File: src/hw/rtl/tsfa_pkg.sv
`timescale 1ns / 1ps

package tsfa_pkg;

  // sample geometry
  localparam int SampleWidth = 10;
  localparam int SetSize     = 4;

  typedef logic [SampleWidth-1:0] sample_t;
  typedef logic [1:0]             kind_t;
  typedef logic [1:0]             mode_t;
  typedef logic [1:0]             count_t;

  // filter limit after reset
  localparam sample_t LimitReset = sample_t'(10);

  // event codes (code 3 is handled like a timer tick)
  localparam kind_t EV_PEN_IRQ   = 2'd0;
  localparam kind_t EV_CONV_DONE = 2'd1;
  localparam kind_t EV_TIMER     = 2'd2;

  // report codes
  localparam kind_t REPORT_NONE    = 2'd0;
  localparam kind_t REPORT_TOUCH   = 2'd1;
  localparam kind_t REPORT_RELEASE = 2'd2;

  // panel modes
  localparam mode_t MODE_WAIT_DOWN = 2'd0;
  localparam mode_t MODE_WAIT_UP   = 2'd1;
  localparam mode_t MODE_MEASURE   = 2'd2;

  // index of the last sample of a set
  localparam count_t LastIndex = count_t'(SetSize - 1);

  // one incoming event
  typedef struct packed {
    kind_t   event_kind;
    logic    pen_up;
    sample_t x_sample;
    sample_t y_sample;
  } item_t;

  // one outgoing report
  typedef struct packed {
    kind_t   report_kind;
    sample_t x_report;
    sample_t y_report;
    mode_t   panel_mode;
    logic    start_conversion;
    logic    arm_timer;
    logic    rejected;
  } result_t;

endpackage

File: src/hw/rtl/tsfa_seq.sv
`timescale 1ns / 1ps

module tsfa_seq import tsfa_pkg::*; (
  input  logic    clk,
  input  logic    rst,
  input  logic    commit,
  input  item_t   item,
  input  sample_t error_limit,
  output result_t result
);

  count_t  sample_count;
  count_t  sample_count_next;
  logic    store_en;
  sample_t x_samples [SetSize-1];
  sample_t y_samples [SetSize-1];
  logic    x_pass;
  logic    y_pass;

  // deviation check of samples 3 and 4 against the mean of the pair before each
  function automatic logic set_pass(input sample_t v0, input sample_t v1,
                                    input sample_t v2, input sample_t v3,
                                    input sample_t limit);
    logic [SampleWidth:0] s01;
    logic [SampleWidth:0] s12;
    sample_t m1;
    sample_t m2;
    sample_t d1;
    sample_t d2;
    s01 = {1'b0, v0} + {1'b0, v1};
    s12 = {1'b0, v1} + {1'b0, v2};
    m1  = s01[SampleWidth:1];
    m2  = s12[SampleWidth:1];
    d1  = (v2 > m1) ? (v2 - m1) : (m1 - v2);
    d2  = (v3 > m2) ? (v3 - m2) : (m2 - v3);
    return (d1 <= limit) && (d2 <= limit);
  endfunction

  // floored mean of four samples
  function automatic sample_t mean4(input sample_t v0, input sample_t v1,
                                    input sample_t v2, input sample_t v3);
    logic [SampleWidth+1:0] sum;
    sum = {2'b00, v0} + {2'b00, v1} + {2'b00, v2} + {2'b00, v3};
    return sum[SampleWidth+1:2];
  endfunction

  // the fourth sample of a set comes straight from the event
  assign x_pass = set_pass(x_samples[0], x_samples[1], x_samples[2], item.x_sample,
                           error_limit);
  assign y_pass = set_pass(y_samples[0], y_samples[1], y_samples[2], item.y_sample,
                           error_limit);

  // event decode and report
  always_comb begin
    result            = '0;
    sample_count_next = sample_count;
    store_en          = 1'b0;
    if (item.pen_up) begin
      if (item.event_kind == EV_CONV_DONE) begin
        sample_count_next = '0;
      end
      result.report_kind = REPORT_RELEASE;
      result.panel_mode  = MODE_WAIT_DOWN;
    end else if (item.event_kind == EV_CONV_DONE) begin
      if (sample_count == LastIndex) begin
        sample_count_next = '0;
        if (x_pass && y_pass) begin
          result.report_kind = REPORT_TOUCH;
          result.x_report    = mean4(x_samples[0], x_samples[1], x_samples[2],
                                     item.x_sample);
          result.y_report    = mean4(y_samples[0], y_samples[1], y_samples[2],
                                     item.y_sample);
        end else begin
          result.rejected = 1'b1;
        end
        result.panel_mode = MODE_WAIT_UP;
        result.arm_timer  = 1'b1;
      end else begin
        sample_count_next       = sample_count + count_t'(1);
        store_en                = 1'b1;
        result.panel_mode       = MODE_MEASURE;
        result.start_conversion = 1'b1;
      end
    end else begin
      result.panel_mode       = MODE_MEASURE;
      result.start_conversion = 1'b1;
    end
  end

  // sample count
  always_ff @(posedge clk) begin
    if (rst) begin
      sample_count <= '0;
    end else if (commit) begin
      sample_count <= sample_count_next;
    end
  end

  // sample store, first three samples of a set
  always_ff @(posedge clk) begin
    if (commit && store_en) begin
      x_samples[sample_count] <= item.x_sample;
      y_samples[sample_count] <= item.y_sample;
    end
  end

  // a stored sample always moves the count up by one
  a_store_count: assert property (@(posedge clk) disable iff (rst)
    commit && store_en |=> sample_count == $past(sample_count) + count_t'(1))
    else $error("sample count did not advance on store");

  // a full set always restarts the count
  a_set_restart: assert property (@(posedge clk) disable iff (rst)
    commit && result.arm_timer |=> sample_count == '0)
    else $error("sample count not cleared after a full set");

  // a stored sample never lands past the third slot
  a_store_slot: assert property (@(posedge clk) disable iff (rst)
    store_en |-> sample_count != LastIndex)
    else $error("store into the last slot");

endmodule

File: config.mk
export PLATFORM = sky130hd
export DESIGN_NAME = tsfa_seq
export DESIGN_NICKNAME = d
export VERILOG_FILES = /design/src/hw/rtl/tsfa_pkg.sv /design/src/hw/rtl/tsfa_seq.sv
export SDC_FILE = /design/constraint.sdc
export NUM_CORES = 1
export LEC_CHECK = 0
export BUFFER_PORTS_ARGS = -buffer_cell sky130_fd_sc_hd__buf_4
export CORE_ASPECT_RATIO = 0.6
export CORE_MARGIN = 2
export CORE_UTILIZATION = 55
export DETAILED_ROUTE_END_ITERATION = 10
export PLACE_DENSITY = 0.83
export SYNTH_ARGS = -nofsm -noshare
export SYNTH_HDL_FRONTEND = slang
export SYNTH_SLANG_ARGS = --single-unit
File: constraint.sdc
create_clock -name clk -period 5.13 [get_ports clk]
set_input_delay 0.2565 -clock clk [delete_from_list [all_inputs] [get_ports clk]]
set_output_delay 0.2565 -clock clk [all_outputs]
set_load 0.03 [all_outputs]
# Word level (Yosys, flattened, before mapping)
# Memory sizes are Yosys's and may differ from the RTL's.
# Cells that the tools add are included.
# W data, S select, Z words.
# op_classes
reduce_logical	5
n_bitwise	0
addsub	19
order_cmp	8
shift	0
div_mod_pow	0
mux	25
multipliers	0
eq_ne	2
# ops
operator	n
$sub A10 B10 Y10	8
$add A10 B10 Y11	6
$mux W22	2
$gt A10 B10 Y1	4
$le A10 B10 Y1	4
$mux W10	4
$add A11 B10 Y12	2
$add A12 B10 Y12	2
$mux W21	1
$mux W20	1
$mux W2	9
$mux W1	6
$mux W3	2
$logic_and A1 B1 Y1	4
$add A2 B1 Y2 const B	1
$eq A2 B1 Y1 const B	1
$eq A2 B2 Y1 const B	1
$reduce_and A2 Y1	1
# totals
latch_bits	0
output_inout_bits	27
in_bits	36
regBits	2
mem_bits_ro	0
mem_bits_rw	60
mem_count	2
# memory_table
memory	words	word_bits	rd	rd_clocked_by_memory_dff	write_ports	line_no	rtl
x_samples	3	10	3	0	1	tsfa_seq.sv:15	sample_t x_samples [SetSize-1];
y_samples	3	10	3	0	1	tsfa_seq.sv:16	sample_t y_samples [SetSize-1];

# Logic depth before layout (Yosys ltp)
# Gate-level depths: netlist (run 1).
# An unclocked memory read counts as a cell.
# depth
ltp_word	11
mapped_depth	27
mapped_depth_nobuf	26

# Worst setup path after synthesis (run 1)
# Ideal clock, no wire load.
# synth_path
kind	flip-flop to output port
from	memory x_samples[0][0] (netlist bit)
to	output result[12] (netlist bit)
path_stages_with_launch	25
path_buffers	1
slack_ns	-0.933
arrival_ns	5.807
required_time_ns	4.873
path_cell_list	edfxtp_1 > and2_1 > fa_1 > a21o_1 > a21oi_1 > nor2b_1 > o21a_1 > o41ai_1 > xnor2_1 > ha_1 > a21o_2 > a21oi_1 > a31oi_4 > or3_1 > a31oi_2 > xnor2_1 > ha_1 > nand4_1 > a21oi_1 > a211oi_1 > o21ai_0 > a22oi_1 > nand3_1 > clkbuf_1 > nor3b_1
# synth_lines
item	line_no	rtl
start, declared	tsfa_seq.sv:15	
end, declared	tsfa_seq.sv:9	output result_t result

==> metrics.cfg, run 1 <==
[setup_path]
timing.rr.start=sample_count[0]
arrival_ps=6240
worstSetupStartpointType=flop
cp_slowest_stage_delay_ps=420
rr_worst_depth=3
critPathTopFamily=compound AO/OA/AOI/OAI gates
timing.rr.end=x_samples[0][8]
r2r_slack_ps=2650
cp_slowest_cell=edfxtp_1
cp_max_fo=5
path_buf_inv=7
critPathCaptureType=output port
cp.required_ps=4870
path_class=reg2out

[finish]
fillers=1048
drive_gt1_share_pct=31.4
antennaDiodeCount=0
fin_nets=1566
stdcell_count=1539
design_area_um2=13000
syn_to_final_growth_pct=37.1
utilization_pct=76.4

[cts]
cts_buffer_depth=2
cts-root-buf=clkbuf_16
worstSkewPairLatency_ps=350
h-tree-depth=3
numCtsBuffers=9
hold_buffers=0
clkSlewWorstSetupHoldPaths_ps=60
cts.sinks=62
cts_tree=done

[drt]
vias=10200
drc=0
route.met3.wl_um=5450
drt-initial-drc-count=1247
wl_per_cell_um=24.7
top_layer=met4
m1WireLength_um=14300
avgViaCountPerCell=6.64
routed_wl_um=38000
wl_met2_um=15700
firstDrtPassIters=7
ant_nets=0

[synth]
yosys_warnings=0
synth_seq_cells=62
syn-cell-area_um2=9460
dominantRegCellSynth=edfxtp_1
ys_types=67
synthCells=1012
synth_largest_area_cell=ha_1
ys_seq_area_share_pct=19.5
netlist_top_cells_count=ha_1, inv_1, nor2_1
yosysMostFrequentCell=ha_1
synth_top_area_share_pct=23.5
syn-num-nets=1278
ys_async_sr_fraction_pct=0
synth_edf_count=60
synthTopCellsByArea=ha_1, edfxtp_1, fa_1, inv_1, a21oi_1
synth_area_per_cell_um2=9.35

[die]
start_util_pct=55.7
die_h_um=106
core_um2=17000
row_count=37
die_width_um=173
die_area_um2=18300
io_pins=63

[timing]
slew_viol_final=0
tightest_slew_ps=1450
timing.fmax_ghz=0.154
rsz0062_at_grt=yes
slew_headroom_pct=3.42
period_needed_ps=6500
fin_ws_ps=-1370
finalCritPeriodShare_pct=127
hold_viol=0
setup_violations=22
finClkSkew_ps=10.1

[worst_hold_path]
hold-path-cell-count=2
hold_start=rst
hold_end=sample_count[1]
hold_class=in2reg

[placement]
gp_congestion=0.986
dpl.cell_count=1486
dp_hpwl_um=23500
place_area_um2=11900
port_buffers=62

[global_routing]
grt_antenna_before_repair=0
grt_pass1_vias=9585
grt_max_degree=21
grt-ovfl-total=0
grt_use_total_pct=38.2
grt_pass1_wl_um=53800

[run_status]
violations=setup timing
status=finished with violations

[job]
cap_violations=0

[pwr]
p_total_w=0.00199
powerDensity_nw_per_um2=153
p_leak_nw=6.17
irDropWorstVdd_mv=0.164

[cell type report]
class                   count  area [um2]  area share [%]
flip-flops and latches     62        1840            14.2
clock inverters             6        85.1           0.656
repair buffers            294        2410            18.6
multi-input cells         828        7710            59.5
well taps                 234         293            2.26
inverters                 105         398            3.07
clock buffers              10         229            1.77
[layer usage]
metal	vias to the layer above	global-route usage (%)
li1	4190	-
met1	4781	49.7
met4	0	17.7
met2	952	57.3
met5	-	0
met3	293	13.1
[sequential cells by signal, indices dropped and copies added (netlist names)]
register / count
x_samples: 30
y_samples: 30
sample_count: 2
[power breakdown]
part	internal, W	switching, W
clock	0.000425	0.000260
sequential	0.000559	0.00000406
combinational	0.000318	0.000424
[worst max path at each step]
stage | startpoint | endpoint | slack, ps | cells past startpoint
final | x_samples[1][0] | result[21] | -1370 | 30
after global placement | y_samples[1][1] | result[12] | -640 | 25
after CTS | y_samples[1][0] | result[11] | -1050 | 29
after global routing | y_samples[1][1] | result[6] | -1510 | 29
after floorplan | x_samples[1][0] | result[12] | -260 | 24
after detailed placement | y_samples[1][0] | result[12] | -870 | 26
[layout by cell type (no fill, tap or decap), drive strengths merged, types with 4 or more instances in the layout]
cell type / n
or3: 5
nand3: 21
a211oi: 15
nor4: 4
mux2i: 27
nand2: 33
fa: 52
a31o: 5
xnor2: 41
ha: 178
xor2: 39
clkbuf: 10
nor3: 22
nor2: 85
a21oi: 72
inv: 105
and3: 6
buf: 293
a21o: 46
edfxtp: 60
a31oi: 8
o21ai: 42
o21bai: 11
nand4: 10
nand2b: 11
and2: 7
o41ai: 9
o211ai: 5
nor2b: 18
o21a: 17
[logic make-up after synthesis]
kind of cell / synth area share (%)
fa+ha+maj: 34.5
mux: 3.09
simple gates: 12.0
flops: 19.5
compound gates: 18.2
xor+xnor: 7.41
buf+inv: 5.22
[stage by stage]
stage | setup TNS [ps] | setup WS (ps) | hold WS [ps]
global placement | -13040 | -639 | 424
detailed placement | -18050 | -870 | 427
global route | -30970 | -1510 | 77.0
floorplan | -4370 | -261 | 329
finish | -28040 | -1370 | 69.6
CTS | -21900 | -1050 | 71.1
[what timing repair did]
action	4_1_cts	5_1_grt
endpoints found under the hold margin	0	0
buffers inserted	17	18
endpoints found under the setup margin	22	22
cloned	2	0
pin swaps	46	30
gates resized for setup	52	40
Power figures use the tool's default switching activity.
==> inputs of run 2 (changes only) <==
CORE_ASPECT_RATIO = not set   (was 0.6)
MAX_ROUTING_LAYER = met4   (was not set)
==> run 2 against run 1 <==
Compared with the run above: the run still ends with setup timing left; final cell count is 1.5% lower; largest cell class unchanged; clock skew about the same; non-clock buffer count is 8 lower; sequential share of layout area is 0.41 points higher; highest routed layer unchanged; worst hold slack got worse by 2.1 ps; core utilization fell by 0.88 points; via count down 7.7%; power down 7.8%.
==> metrics.cfg, run 2 (synthesis results as in run 1) <==
[global_routing]
grt_antenna_before_repair=0
grt_max_degree=21
grt_pass1_vias=9566
grt_pass1_wl_um=48100
grt_use_total_pct=34.8
grt-ovfl-total=0

[setup_path]
path_class=reg2out
cp_slowest_stage_delay_ps=420
cp.required_ps=4870
timing.rr.end=y_samples[0][4]
cp_slowest_cell=edfxtp_1
worstSetupStartpointType=flop
r2r_slack_ps=2820
timing.rr.start=sample_count[1]
critPathCaptureType=output port
arrival_ps=6260
rr_worst_depth=3
cp_max_fo=7

[timing]
tns_ps=-28590
period_needed_ps=6510
rsz0062_at_grt=yes
tightest_slew_ps=1230
fin_ws_ps=-1380
hold_viol=0
finalCritPeriodShare_pct=127
setup_violations=22
slew_viol_final=0
holdWs_ps=67.5
finClkSkew_ps=10.4
timing.fmax_ghz=0.154
slew_headroom_pct=18.2

[drt]
routed_wl_um=31400
firstDrtPassIters=6
avgViaCountPerCell=6.22
vias=9433
wl_met2_um=14200
wl_per_cell_um=20.7
m1WireLength_um=12000
top_layer=met4
drt-initial-drc-count=941
drc=0
ant_nets=0
route.met3.wl_um=3380

[cts]
clkSlewWorstSetupHoldPaths_ps=60
cts_tree=done
h-tree-depth=3
cts_buffer_depth=2
cts.sinks=62
cts-root-buf=clkbuf_16
worstSkewPairLatency_ps=350
numCtsBuffers=9
hold_buffers=0

[run_status]
violations=setup timing
status=finished with violations

[placement]
dp_hpwl_um=21800
place_area_um2=11900
port_buffers=62
gp_congestion=0.970
dpl.cell_count=1478

[die]
io_pins=63
die_width_um=135
die_h_um=135
row_count=47
core_um2=16700
die_area_um2=18300
start_util_pct=56.7

[pwr]
powerDensity_nw_per_um2=146
p_comb_share_pct=38.4
switching_share_pct=35.3
irDropWorstVdd_mv=0.132
seqPwrFrac_pct=30.7
p_leak_nw=6.03
netSwitchingPower_w=0.000648
internal_power_w=0.00119
clkPwrFrac_pct=30.9

[worst_hold_path]
hold-path-cell-count=2
hold_class=in2reg
hold_start=rst
hold_end=sample_count[0]

[finish]
final_common_cell=buf_4
drive_gt1_share_pct=30.2
reg_top3=x_samples: 30 flops, y_samples: 30 flops, sample_count: 2 flops
design_area_um2=12600
layout_common_cells=buf_4, ha_1, inv_1, nor2_1, edfxtp_1
syn_to_final_growth_pct=33.2
stdcell_count=1516
fin_nets=1558
antennaDiodeCount=0

[job]
cap_violations=0

[run 2: worst max-delay path by stage]
| stage | from | to | slack [ps] | cells after the start |
|---|---|---|---|---|
| floorplan | x_samples[1][0] | result[12] | -260 | 24 |
| global placement | y_samples[1][0] | result[12] | -750 | 26 |
| detailed placement | y_samples[1][0] | result[16] | -960 | 26 |
| CTS | y_samples[1][1] | result[12] | -940 | 26 |
| global route | x_samples[1][0] | result[10] | -1460 | 25 |
| finish | x_samples[0][0] | result[10] | -1380 | 25 |
[run 2: per-layer routing]
layer  vias up  GRT usage, %
met5         -             -
met4         0          16.8
met3       193          7.26
met2       612          55.8
met1      4450          42.0
li1       4178             -
[run 2: power by group through the flow]
stage	Clock (W)	Sequential [W]	Combinational [W]
after floorplan	0	0.000573	0.000407
after global placement	0	0.000573	0.000591
after detailed placement	0	0.000573	0.000616
after CTS	0.000548	0.000563	0.000649
after global routing	0.000569	0.000563	0.000756
final	0.000568	0.000563	0.000706
[run 2: repair_timing]
| item | 4_1_cts | 5_1_grt |
|---|---|---|
| setup buffers | 16 | 7 |
| resized for setup | 33 | 25 |
| pin swaps | 24 | 30 |
| endpoints found under the setup margin | 22 | 22 |
[run 2: critical path, delay by kind of cell, from the launching register on]
kind	cells	cell delay (ps)
DFF	1	420
xor gates and xnor gates	2	460
buffers and inverters	4	730
AOI/OAI and AO/OA	7	1620
adders and majority gates	3	990
and+or+nand+nor	9	1690
[run 2: cell type report]
| class | count | area, um2 |
|---|---|---|
| Multi-Input combinational cell | 828 | 7620 |
| Fill cell | 1029 | 4100 |
| Timing Repair Buffer | 286 | 2220 |
| Sequential cell | 62 | 1840 |
| Inverter | 105 | 398 |
| Tap cell | 220 | 275 |
| Clock buffer | 9 | 225 |
| Clock inverter | 6 | 30.0 |
[run 2: per-stage QoR]
stage          setup slack, ps  power (W)  utilization (%)
2_1_floorplan             -261   0.000980                -
3_3_place_gp              -754    0.00116             71.3
3_5_place_dp              -957    0.00119             71.3
4_1_cts                   -940    0.00176             74.5
5_1_grt                  -1460    0.00189             75.5
6_report                 -1380    0.00184             75.5
==> inputs of run 3 (changes only) <==
SKIP_CTS_REPAIR_TIMING = 1   (was not set)
TNS_END_PERCENT = 50   (was not set)
==> run 3 against run 2 <==
Compared with the run above: the run still ends with setup timing left; fmax fell by 2.3%; clock skew fell by 1.8 ps; worst hold slack got worse by 6.5 ps; critical path depth rose by 2; sequential power barely moved; die area did not move; register-to-register slack got worse by 110 ps; sequential share of layout area fell by 0.15 points; power rose by 7.6%; final area rose by 1.0%; critical endpoint is now result[12]; largest cell class unchanged; largest power group unchanged; highest routed layer unchanged.
==> metrics.cfg, run 3 (synthesis results as in run 1) <==
[cts]
cts_buffer_depth=2
worstSkewPairLatency_ps=350
clkSlewWorstSetupHoldPaths_ps=60
cts-root-buf=clkbuf_16
numCtsBuffers=9
h-tree-depth=3
cts.sinks=62
cts_tree=done

[drt]
wl_per_cell_um=21.7
avgViaCountPerCell=6.34
routed_wl_um=32900
ant_nets=0
firstDrtPassIters=8
vias=9601
drt-initial-drc-count=1145
drc=0

[setup_path]
critPathCaptureType=output port
cp_max_fo=7
path_class=reg2out
arrival_ps=6410
cp.required_ps=4870
worstSetupStartpointType=flop

[worst_hold_path]
hold_class=in2reg

[placement]
dpl.cell_count=1477
gp_congestion=0.975
port_buffers=62
place_worst_setup_slack_ps=-841
place_area_um2=11900
dp_hpwl_um=22400

[die]
core_um2=16700
die_area_um2=18300
start_util_pct=56.7
die_width_um=135
die_h_um=135
row_count=47
io_pins=63

[pwr]
internal_power_w=0.00131
seqPwrFrac_pct=28.5
netSwitchingPower_w=0.000669
p_total_w=0.00198
powerDensity_nw_per_um2=155
p_leak_nw=6.08
p_comb_share_pct=36.7
switching_share_pct=33.9
irDropWorstVdd_mv=0.182
clkPwrFrac_pct=34.9

[run_status]
status=finished with violations
violations=setup timing

[global_routing]
grt_max_degree=21
grt_pass1_vias=9414
grt_antenna_before_repair=0
grt_use_total_pct=32.9
grt_pass1_wl_um=45900
grt-ovfl-total=0

[timing]
hold_viol=0
period_needed_ps=6670
rsz0062_at_grt=yes
fin_ws_ps=-1540
finClkSkew_ps=8.62
timing.fmax_ghz=0.150
slew_headroom_pct=12.1
setup_violations=22
slew_viol_final=0
tightest_slew_ps=1320
finalCritPeriodShare_pct=130

[finish]
antennaDiodeCount=0
fillers=984
reg_top3=x_samples: 30 flops, y_samples: 30 flops, sample_count: 2 flops
final_common_cell=buf_4
multi_input_area_um2=7690
syn_to_final_growth_pct=34.6
regArea_um2=1840
design_area_um2=12700
utilization_pct=76.2
fin_nets=1555
drive_gt1_share_pct=31.0
stdcell_count=1514
layout_common_cells=buf_4, ha_1, inv_1, nor2_1, a21oi_1

[job]
cap_violations=0

==> run 3: cell type report <==
class                           instances  area share, %
Multi-Input combinational cell        828           60.4
Clock inverter                          7          0.767
Clock buffer                            9           1.77
Tap cell                              220           2.16
Inverter                              105           3.10
Timing Repair Buffer                  283           17.4
Sequential cell                        62           14.5
==> run 3: per-stage QoR <==
step	TNS, ps	hold WS [ps]
finish	-32390	61.0
global route	-33820	70.0
CTS	-30070	64.2
floorplan	-4310	329
global placement	-11880	432
detailed placement	-16870	433
==> run 3: power groups by stage <==
stage	Combinational, W	Sequential (W)	Clock, W
after detailed placement	0.000624	0.000573	0
after global placement	0.000593	0.000573	0
after floorplan	0.000407	0.000573	0
final	0.000724	0.000563	0.000689
after global routing	0.000770	0.000563	0.000703
after CTS	0.000637	0.000563	0.000680
==> run 3: final timing paths <==
path                                      start              end  slack, ps  depth (start not counted)
worst min register to register  sample_count[1]  sample_count[1]        550                          2
worst min-delay path                        rst  sample_count[1]         60                          2
worst max-delay path            y_samples[1][4]       result[12]      -1540                         27
worst max register to register  sample_count[1]  x_samples[2][4]       2710                          3
==> run 3: layer usage <==
metal / GRT usage [%] / wire (um) / share of wire, % / up-vias
li1: - / - / - / 4184
met1: 40.6 / 12300 / 37 / 4541
met2: 53.1 / 15100 / 46 / 670
met3: 7.00 / 3590 / 11 / 206
met4: 12.9 / 1840 / 5.6 / 0
met5: - / 0 / 0 / -
==> run 3: worst max-delay path, cell delays in order (launching register included) <==
cell and delay (ps):
edfxtp_1 470, ha_1 390, and2_1 190, o21ai_0 350, o21ai_1 240, o21a_1 220, nor2_1 190, xnor2_1 200
ha_1 320, o21a_1 140, o21ai_2 130, a31oi_2 60, nor4_2 390, nor2_4 110, buf_12 150, mux2i_2 220
xor2_1 220, ha_1 300, nand4_1 140, o21bai_4 150, a31oi_4 110, a2111oi_4 330, buf_4 170, o21a_4 150
nand3_4 150, buf_12 220, nor3b_4 190, buf_6 160
